### config.mk
export PLATFORM = sky130hd
export DESIGN_NAME = sample_clock_loop_position_top
export DESIGN_NICKNAME = d
export VERILOG_FILES = /design/src/rtl/core/sclp_pkg.sv /design/src/rtl/core/sclp_front.sv /design/src/rtl/core/sclp_queue.sv /design/src/rtl/core/sclp_back.sv /design/src/rtl/core/sample_clock_loop_position_top.sv
export SDC_FILE = /design/constraint.sdc
export NUM_CORES = 2
export LEC_CHECK = 0
export BUFFER_PORTS_ARGS = -buffer_cell sky130_fd_sc_hd__buf_4
export CORE_AREA = 5 5 252 438
export CTS_BUF_LIST = sky130_fd_sc_hd__clkbuf_16
export DETAILED_ROUTE_END_ITERATION = 8
export DIE_AREA = 0 0 257 443
export PLACE_DENSITY = 0.82
export SETUP_SLACK_MARGIN = 0.3
export SLEW_MARGIN = 5
export SYNTH_ARGS = -nofsm -noshare
export SYNTH_HDL_FRONTEND = slang
export SYNTH_HIERARCHICAL = 1
export SYNTH_SLANG_ARGS = --single-unit
export TNS_END_PERCENT = 50
### constraint.sdc
create_clock -name clk_i -period 31.9 [get_ports clk_i]
set_input_delay 3.19 -clock clk_i [delete_from_list [all_inputs] [get_ports clk_i]]
set_output_delay 3.19 -clock clk_i [all_outputs]
set_load 0.05 [all_outputs]
### src/rtl/core/sclp_pkg.sv
package sclp_pkg;

  // Command codes carried in the opcode field.
  typedef enum logic [1:0] {
    OP_ADVANCE = 2'd0,
    OP_LOAD    = 2'd1,
    OP_REQUEST = 2'd2,
    OP_BEGIN   = 2'd3
  } op_e;

  // One command as it arrives on the input channel.
  typedef struct packed {
    op_e         opcode;
    logic [31:0] frame_count;
    logic        bounds_present;
    logic [63:0] new_loop_start;
    logic [63:0] new_loop_end;
  } in_t;

  // One report as it leaves on the output channel.
  typedef struct packed {
    logic [63:0] sample_total;
    logic [63:0] loop_position;
    logic [63:0] loop_iteration;
    logic        looping;
  } out_t;

  // Work handed from the front part to the divider side.
  typedef struct packed {
    logic [63:0] total;
    logic [63:0] start;
    logic [63:0] off;
    logic [63:0] len;
    logic        map_en;
  } job_t;

  // Divider side states.
  typedef enum logic [1:0] {
    BK_IDLE = 2'd0,
    BK_DIV  = 2'd1,
    BK_DONE = 2'd2
  } bk_state_e;

  localparam int unsigned QDEPTH = 2;
  localparam int unsigned QPTR_W = (QDEPTH > 1) ? $clog2(QDEPTH) : 1;
  localparam int unsigned QCNT_W = $clog2(QDEPTH + 1);

endpackage

### src/rtl/core/sclp_front.sv
module sclp_front
  import sclp_pkg::*;
(
  input  logic clk_i,
  input  logic rst_ni,
  input  logic in_valid_i,
  output logic in_ready_o,
  input  in_t  in_data_i,
  output logic push_o,
  output job_t push_data_o,
  input  logic full_i
);

  logic [63:0] cnt_q, cnt_d;
  logic [63:0] act_start_q, act_start_d;
  logic [63:0] act_end_q, act_end_d;
  logic        act_valid_q, act_valid_d;
  logic [63:0] pnd_start_q, pnd_start_d;
  logic [63:0] pnd_end_q, pnd_end_d;
  logic        pnd_valid_q, pnd_valid_d;
  logic        busy_q, busy_d;
  logic        accept;

  // One command at a time: the state is updated on the transfer and the
  // job is classified from the updated state in the following cycle.
  assign in_ready_o = !busy_q;
  assign accept     = in_valid_i && in_ready_o;
  assign push_o     = busy_q && !full_i;

  // Apply the command to the counter and the two copies of the bounds.
  always_comb begin
    cnt_d       = cnt_q;
    act_start_d = act_start_q;
    act_end_d   = act_end_q;
    act_valid_d = act_valid_q;
    pnd_start_d = pnd_start_q;
    pnd_end_d   = pnd_end_q;
    pnd_valid_d = pnd_valid_q;
    busy_d      = busy_q;
    if (push_o) begin
      busy_d = 1'b0;
    end
    if (accept) begin
      busy_d = 1'b1;
      unique case (in_data_i.opcode)
        OP_ADVANCE: begin
          cnt_d = cnt_q + {32'd0, in_data_i.frame_count};
        end
        OP_LOAD: begin
          if (in_data_i.bounds_present) begin
            act_start_d = in_data_i.new_loop_start;
            act_end_d   = in_data_i.new_loop_end;
          end
          act_valid_d = in_data_i.bounds_present;
        end
        OP_REQUEST: begin
          if (in_data_i.bounds_present) begin
            pnd_start_d = in_data_i.new_loop_start;
            pnd_end_d   = in_data_i.new_loop_end;
          end
          pnd_valid_d = in_data_i.bounds_present;
        end
        OP_BEGIN: begin
          if (pnd_valid_q) begin
            act_start_d = pnd_start_q;
            act_end_d   = pnd_end_q;
            act_valid_d = 1'b1;
            pnd_valid_d = 1'b0;
          end
        end
        default: begin
          cnt_d = cnt_q;
        end
      endcase
    end
  end

  always_ff @(posedge clk_i or negedge rst_ni) begin
    if (!rst_ni) begin
      cnt_q       <= '0;
      act_start_q <= '0;
      act_end_q   <= '0;
      act_valid_q <= 1'b0;
      pnd_start_q <= '0;
      pnd_end_q   <= '0;
      pnd_valid_q <= 1'b0;
      busy_q      <= 1'b0;
    end else begin
      cnt_q       <= cnt_d;
      act_start_q <= act_start_d;
      act_end_q   <= act_end_d;
      act_valid_q <= act_valid_d;
      pnd_start_q <= pnd_start_d;
      pnd_end_q   <= pnd_end_d;
      pnd_valid_q <= pnd_valid_d;
      busy_q      <= busy_d;
    end
  end

  // Classify: the loop maps only with valid, non-empty bounds already reached.
  always_comb begin
    push_data_o.total  = cnt_q;
    push_data_o.start  = act_start_q;
    push_data_o.off    = cnt_q - act_start_q;
    push_data_o.len    = act_end_q - act_start_q;
    push_data_o.map_en = act_valid_q && (act_end_q > act_start_q) &&
                         (cnt_q >= act_start_q);
  end

endmodule

### src/rtl/core/sclp_queue.sv
module sclp_queue
  import sclp_pkg::*;
(
  input  logic clk_i,
  input  logic rst_ni,
  input  logic push_i,
  input  job_t push_data_i,
  output logic full_o,
  input  logic pop_i,
  output job_t pop_data_o,
  output logic empty_o
);

  job_t              mem_q [QDEPTH];
  logic [QPTR_W-1:0] wr_ptr_q, rd_ptr_q;
  logic [QCNT_W-1:0] count_q;
  logic              do_push, do_pop;

  assign full_o     = (count_q == QCNT_W'(QDEPTH));
  assign empty_o    = (count_q == '0);
  assign do_push    = push_i && !full_o;
  assign do_pop     = pop_i && !empty_o;
  assign pop_data_o = mem_q[rd_ptr_q];

  // Storage is payload only and needs no reset.
  always_ff @(posedge clk_i) begin
    if (do_push) begin
      mem_q[wr_ptr_q] <= push_data_i;
    end
  end

  // Pointers wrap at the queue depth.
  always_ff @(posedge clk_i or negedge rst_ni) begin
    if (!rst_ni) begin
      wr_ptr_q <= '0;
      rd_ptr_q <= '0;
      count_q  <= '0;
    end else begin
      if (do_push) begin
        wr_ptr_q <= (wr_ptr_q == QPTR_W'(QDEPTH - 1)) ? '0 : wr_ptr_q + 1'b1;
      end
      if (do_pop) begin
        rd_ptr_q <= (rd_ptr_q == QPTR_W'(QDEPTH - 1)) ? '0 : rd_ptr_q + 1'b1;
      end
      if (do_push && !do_pop) begin
        count_q <= count_q + 1'b1;
      end else if (do_pop && !do_push) begin
        count_q <= count_q - 1'b1;
      end
    end
  end

endmodule

### src/rtl/core/sclp_back.sv
module sclp_back
  import sclp_pkg::*;
(
  input  logic clk_i,
  input  logic rst_ni,
  input  logic empty_i,
  input  job_t pop_data_i,
  output logic pop_o,
  output logic out_valid_o,
  input  logic out_ready_i,
  output out_t out_data_o
);

  bk_state_e   state_q, state_d;
  logic [63:0] total_q, total_d;
  logic [63:0] start_q, start_d;
  logic [63:0] len_q, len_d;
  logic        map_q, map_d;
  logic [63:0] rem_q, rem_d;
  logic [63:0] quo_q, quo_d;
  logic [5:0]  step_q, step_d;
  logic        out_valid_q, out_valid_d;
  out_t        out_q, out_d;
  logic [64:0] trial;
  logic        out_free;

  assign out_free    = !out_valid_q || out_ready_i;
  assign out_valid_o = out_valid_q;
  assign out_data_o  = out_q;

  // Trial subtraction of one restoring division step.
  assign trial = {rem_q, quo_q[63]} - {1'b0, len_q};

  // Next state: take a job, divide one quotient bit a cycle if it maps, then report.
  always_comb begin
    state_d     = state_q;
    total_d     = total_q;
    start_d     = start_q;
    len_d       = len_q;
    map_d       = map_q;
    rem_d       = rem_q;
    quo_d       = quo_q;
    step_d      = step_q;
    out_valid_d = out_valid_q;
    out_d       = out_q;
    pop_o       = 1'b0;
    if (out_valid_q && out_ready_i) begin
      out_valid_d = 1'b0;
    end
    unique case (state_q)
      BK_IDLE: begin
        if (!empty_i) begin
          pop_o   = 1'b1;
          total_d = pop_data_i.total;
          start_d = pop_data_i.start;
          len_d   = pop_data_i.len;
          map_d   = pop_data_i.map_en;
          rem_d   = '0;
          quo_d   = pop_data_i.off;
          step_d  = '0;
          state_d = pop_data_i.map_en ? BK_DIV : BK_DONE;
        end
      end
      BK_DIV: begin
        if (!trial[64]) begin
          rem_d = trial[63:0];
        end else begin
          rem_d = {rem_q[62:0], quo_q[63]};
        end
        quo_d  = {quo_q[62:0], !trial[64]};
        step_d = step_q + 1'b1;
        if (step_q == '1) begin
          state_d = BK_DONE;
        end
      end
      BK_DONE: begin
        if (out_free) begin
          out_valid_d          = 1'b1;
          out_d.sample_total   = total_q;
          out_d.loop_position  = map_q ? (start_q + rem_q) : total_q;
          out_d.loop_iteration = map_q ? quo_q : '0;
          out_d.looping        = map_q;
          state_d              = BK_IDLE;
        end
      end
      default: begin
        state_d = BK_IDLE;
      end
    endcase
  end

  always_ff @(posedge clk_i or negedge rst_ni) begin
    if (!rst_ni) begin
      state_q     <= BK_IDLE;
      out_valid_q <= 1'b0;
      step_q      <= '0;
    end else begin
      state_q     <= state_d;
      out_valid_q <= out_valid_d;
      step_q      <= step_d;
    end
  end

  // Datapath registers carry payload only.
  always_ff @(posedge clk_i) begin
    total_q <= total_d;
    start_q <= start_d;
    len_q   <= len_d;
    map_q   <= map_d;
    rem_q   <= rem_d;
    quo_q   <= quo_d;
    out_q   <= out_d;
  end

endmodule

### src/rtl/core/sample_clock_loop_position_top.sv
// Channel | Direction | Handshake               | Payload
// input   | in        | in_valid_i / in_ready_o | in_data_i  (in_t)
// output  | out       | out_valid_o/ out_ready_i| out_data_o (out_t)
//
// One command is taken at a time; the next transfer is accepted only after
// the previous job has been pushed into the job queue, once it has room.
// A mapped report is computed by the 64-step restoring divider; an
// unmapped report skips the divider.
// Reset clears the counter, both loop copies and all handshake state.
// A stalled output holds its report while the queue takes further jobs.
module sample_clock_loop_position_top
  import sclp_pkg::*;
(
  input  logic clk_i,
  input  logic rst_ni,
  input  logic in_valid_i,
  output logic in_ready_o,
  input  in_t  in_data_i,
  output logic out_valid_o,
  input  logic out_ready_i,
  output out_t out_data_o
);

  job_t push_data, pop_data;
  logic push, full, pop, empty;

  // Command decode and state update.
  sclp_front u_front (
    .clk_i       (clk_i),
    .rst_ni      (rst_ni),
    .in_valid_i  (in_valid_i),
    .in_ready_o  (in_ready_o),
    .in_data_i   (in_data_i),
    .push_o      (push),
    .push_data_o (push_data),
    .full_i      (full)
  );

  // Short job queue between the two sides.
  sclp_queue u_queue (
    .clk_i       (clk_i),
    .rst_ni      (rst_ni),
    .push_i      (push),
    .push_data_i (push_data),
    .full_o      (full),
    .pop_i       (pop),
    .pop_data_o  (pop_data),
    .empty_o     (empty)
  );

  // Loop mapping through the divider and output register.
  sclp_back u_back (
    .clk_i       (clk_i),
    .rst_ni      (rst_ni),
    .empty_i     (empty),
    .pop_data_i  (pop_data),
    .pop_o       (pop),
    .out_valid_o (out_valid_o),
    .out_ready_i (out_ready_i),
    .out_data_o  (out_data_o)
  );

endmodule

* Word level (Yosys, flattened, before mapping)
Memory sizes are Yosys's and may differ from the RTL's. Index checks and enable logic that the tools add are counted.
Operators by class: $add $sub $neg 10, multipliers 0, div/mod/pow operators 0, $lt $le $gt $ge 2, eq/ne operators 12, shift-type cells 0, multiplexer cells 35, bitwise logic cells 1, reduce and logical (&&, ||, !) cells 34
Operators by type and width (number):
- 64-bit two-way mux | 8
- 64-bit case mux with 2 select lines | 4
- 64-bit subtractor | 2
- 65-bit by 64-bit subtractor with 65-bit output | 1
- 64-bit by 32-bit adder with 64-bit output | 1
- 64-bit adder | 1
- 64-bit greater-or-equal comparator | 1
- 64-bit > comparator | 1
- 1-bit two-way mux | 12
- 2-bit two-way mux | 6
- 6-bit case mux with 2 select lines | 1
- 2-bit AND reduction | 5
- 2-bit nonzero test | 5
- 1-bit logical AND | 9
- 3-bit AND reduction | 3
- 2-bit equality test (second input constant) | 4
- 1-bit logical NOT | 7
- 6-bit by 1-bit adder with 6-bit output (second input constant) | 1
- 6-bit equality test (second input constant) | 1
- 2-bit logical NOT | 3
- 6-bit two-way mux | 1
- 2-bit by 1-bit != test with 1-bit output (second input constant) | 3
- 2-bit case mux with 3 select lines | 1
- 2-bit by 1-bit equality test with 1-bit output (second input constant) | 2
- 8 further kinds | 11
Word-level totals: register bits after elaboration 850, latch bits 0, memory bits (writable) 514, bits in read-only memories 0, input port bits 167, memories kept 1
Memories:
- u_queue.mem_q | words 2, bits a word 257, rd ports 1, clocked after memory_dff 0, wr ports 1, RTL line sclp_queue.sv:14 | job_t mem_q [QDEPTH];

* Logic depth before layout (Yosys ltp)
depth in word-level cells 8, gate-level depth with buffers 16, mapped depth without buffers 14

* Cells and area by module
Netlist, hierarchy kept.
Modules (own cells, without submodules):
- sclp_back | instances 1, cells an instance 2267, area an instance 26299.0 um^2, seq. area each 15660.0 um^2
- sclp_front | instances 1, cells an instance 2454, area an instance 22566.6 um^2, seq. area each 8082.8 um^2
- sclp_queue | instances 1, cells an instance 819, area an instance 19595.0 um^2, seq. area each 15534.9 um^2

* Worst setup path before layout
Ideal clock, no wire load.
kind register -> register, from register u_back.state_q[1], to register u_back.quo_q[0] (enable), library setup time 461 ps, arrival 17930 ps, data required time 31439 ps, path slack 13509 ps, cell stages (with the launch flop) 4, period minus slack after synthesis 18391 ps, path through dfrtp_1 -> nor3_1 -> nor2_1 -> inv_1
Between the ends: word-level cells in the longest chain between the ends 3
RTL lines:
- start, declared | RTL line sclp_back.sv:14 | bk_state_e state_q, state_d;
- start signal, assigned | RTL line sclp_back.sv:98 | state_q <= state_d;
- 2-bit logical NOT / 2-bit by 1-bit equality test with 1-bit output (equally long branches) | RTL line sclp_back.sv:50 | unique case (state_q)
- 2-bit != test (no source line) / 2-bit nonzero test (equally long branches)
- 2-bit AND reduction (no source line) (*)
- end signal, assigned | RTL line sclp_back.sv:111 | quo_q <= quo_d;
- end, declared | RTL line sclp_back.sv:20 | logic [63:0] quo_q, quo_d;
Every way passes the cells marked *; elsewhere a longest branch is shown, timed or not. A chain may end at the register's enable or synchronous reset.

==> reports/qor.yml <==
drtIter0Drc: 3686
arrival_ns: 6.81
core_area_um2: 107000
die_x_um: 257
power_density_nw_per_um2: 118
synth_xor_area_share_pct: 3.99
grt_pass1_vias: 45256
tightest_slew_ns: 1.29
synth.most_common_cell: "edfxtp_1"
postSynthCellCount: 5540
cts-buffers-inserted: 118
antenna_found_initial: 0
start_util_pct: 64.2
hold_viol: 0
grt_max_degree: 257
power_switching_mw: 3.62
setup_viol: 0
synth.area.mux_share_pct: 10.3
hpwl_um: 123000
htreeDepth: 3
yosysTopAreaCell: "edfxtp_1"
clock_skew_ns: 0.0277
critPathKind: "in -> async"
path_clk_slew_ns: 0.07
grtUsageTotal_pct: 28.6
fin_setup_tns_ns: 0
cts.sinks: 1364
synthFlopType: "edfxtp_1"
synth_common_cells: "edfxtp_1, nand2_1, a21oi_1"
vias: 44594
viasPerCell: 6.12
synth_compound_gate_area_share_pct: 11.2
ys_seq_elements: 1364
place_inst: 7061
synth_top_cell_area_share_pct: 45.1
max_freq_mhz: 164
p_sw_share_pct: 40.1
synth_edf_count: 1028
pwr-share-clk_pct: 16.5
status: "finished clean"
cts_buffer_depth: 3
num_antenna_cells: 0
wl_um: 166000
ant_nets: 0
p_int_mw: 5.41
synth_nets: 6001
avgSynthCellArea_um2: 12.4
maxSlewViolCount: 0
ir_drop_mv: 0.0863
syn_area_um2: 68500
synth.yosys.seq_area_share_pct: 57.4
p_leak_nw: 31.9
routedWlPerCell_um: 22.8
drive_gt1_share_pct: 19.0
slew_headroom_pct: 13.5
ios: 362
cts_tree: "done"
dieArea_um2: 114000
required_ns: 32.62
pwr-share-comb_pct: 47.1
portBuffers: 361
chipHeight_um: 443
fp-row-count: 159
nFillCells: 7378
post_cts_resized: 0
instances_no_fill: 7286
final_net_count: 6274
gr-total-overflow: 0
crit_fanout: 91
multiInputGateArea_um2: 27200
rsz0062_at_grt: "no"
period_minus_slack_ns: 6.09
holdBufCountCts: 0
regArea_um2: 39300
maxCapViolCount: 0
synth.distinct_cells: 107
drcViolationCount: 0
synth_area_leaders: "edfxtp_1, dfrtp_1, ha_1"
seq_power_share_pct: 36.4
cp-start-kind: "primary input"
synth_top_family_by_area: "compound AO/OA/AOI/OAI gates"
hold_class: "reg -> reg"
fin_crit_sh_pct: 19.1
grt_pass1_wl_um: 255000
yosysWarningCount: 6
place_congestion: 0.911
setup.worst_path.end_class: "async pin"
cts_root_buffer: "clkbuf_16"
syn_to_final_growth_pct: 11.3
post-cts-setup-buffer-count: 0
synth-simple-area-share_pct: 8.72
async_flop_share_pct: 24.6
clk_latency_ns: 0.74
drt_first_pass_iters: 5
synth_fa_ha_area_share_pct: 5.43
[power by group through the flow]
stage          clock network (mW)  registers [mW]  logic, mW
2_1_floorplan                   0            3.23       3.14
3_3_place_gp                    0            3.26       4.06
3_5_place_dp                    0            3.31       4.15
4_1_cts                      1.52            3.28       4.19
5_1_grt                      1.59            3.34       4.61
6_report                     1.49            3.28       4.25
[cells by family after synthesis]
logic type / after synthesis
AOI/OAI and AO/OA: 1229
muxes: 573
buffers and inverters: 464
and+or+nand+nor: 1306
DFF: 1364
xor gates and xnor gates: 310
adders and majority gates: 294
[flip-flops by register name, indices dropped and copies added, names as in the netlist, 6 cells and up]
name	flops
u_queue/mem_q	514
u_back/out_data_o	193
u_back/len_q	64
u_back/quo_q	64
u_back/rem_q	64
u_back/start_q	64
u_back/total_q	64
u_front/act_end_q	64
u_front/act_start_q	64
u_front/cnt_q	64
u_front/pnd_end_q	64
u_front/pnd_start_q	64
u_back/step_q	6
[per-stage QoR]
step	area (µm²)	hold WS, ns	total power [mW]	setup slack, ns	utilization (%)
2_1_floorplan	68500	0.422	6.37	13.51	-
3_3_place_gp	72100	0.425	7.32	24.92	67.6
3_5_place_dp	72100	0.431	7.46	24.87	67.6
4_1_cts	76200	0.449	8.99	25.67	71.4
5_1_grt	76200	0.453	9.54	25.12	71.4
6_report	76200	0.449	9.02	25.81	71.4
[final timing paths]
kind / startpoint / endpoint / slack (ns) / cells past startpoint
setup / recovery: rst_ni / u_front/act_start_q[51] / 25.81 / 5
min in group asynchronous: rst_ni / u_front/pnd_start_q[3] / 2.47 / 1
max in group clk_i: in_data_i[129] / u_front/cnt_q[56] / 26.11 / 13
hold / removal: u_back/total_q[38] / u_back/out_data_o[167] / 0.45 / 0
setup reg to reg: u_back/quo_q[63] / u_back/rem_q[55] / 26.31 / 16
hold reg to reg: u_back/total_q[38] / u_back/out_data_o[167] / 0.45 / 0
[worst max-delay path, cell delays in order]
cell	delay [ns]
buf_8	0.52
buf_4	0.73
buf_4	0.69
buf_4	0.65
buf_4	0.84
[layout by cell type (no fill, tap or decap), types with 84 or more instances in the layout]
| cell | count |
|---|---|
| edfxtp_1 | 1028 |
| nand2_1 | 555 |
| a21oi_1 | 522 |
| buf_4 | 392 |
| dfrtp_1 | 335 |
| nor2_1 | 299 |
| ha_1 | 289 |
| mux2_2 | 241 |
| inv_1 | 231 |
| mux2_4 | 201 |
| xnor2_1 | 196 |
| o21ai_0 | 194 |
| a21o_1 | 176 |
| mux2i_1 | 131 |
| clkbuf_16 | 120 |
| xor2_1 | 112 |
| nand4_1 | 84 |
[cell type report]
type | count | share of cell area [%]
Timing Repair Buffer | 397 | 3.99
Clock buffer | 120 | 3.94
Clock inverter | 105 | 1.42
Tap cell | 1368 | 2.25
Multi-Input combinational cell | 3712 | 35.8
Sequential cell | 1364 | 51.6
Inverter | 220 | 1.09
[routing by layer]
layer	track usage, %	up-vias	routed length [µm]
li1	-	20884	-
met3	3.21	374	9950
met2	48.3	1667	81000
met1	37.4	21669	66600
met4	13.4	0	8560
met5	0	-	0
No activity file was read; power rests on OpenSTA's default activity.
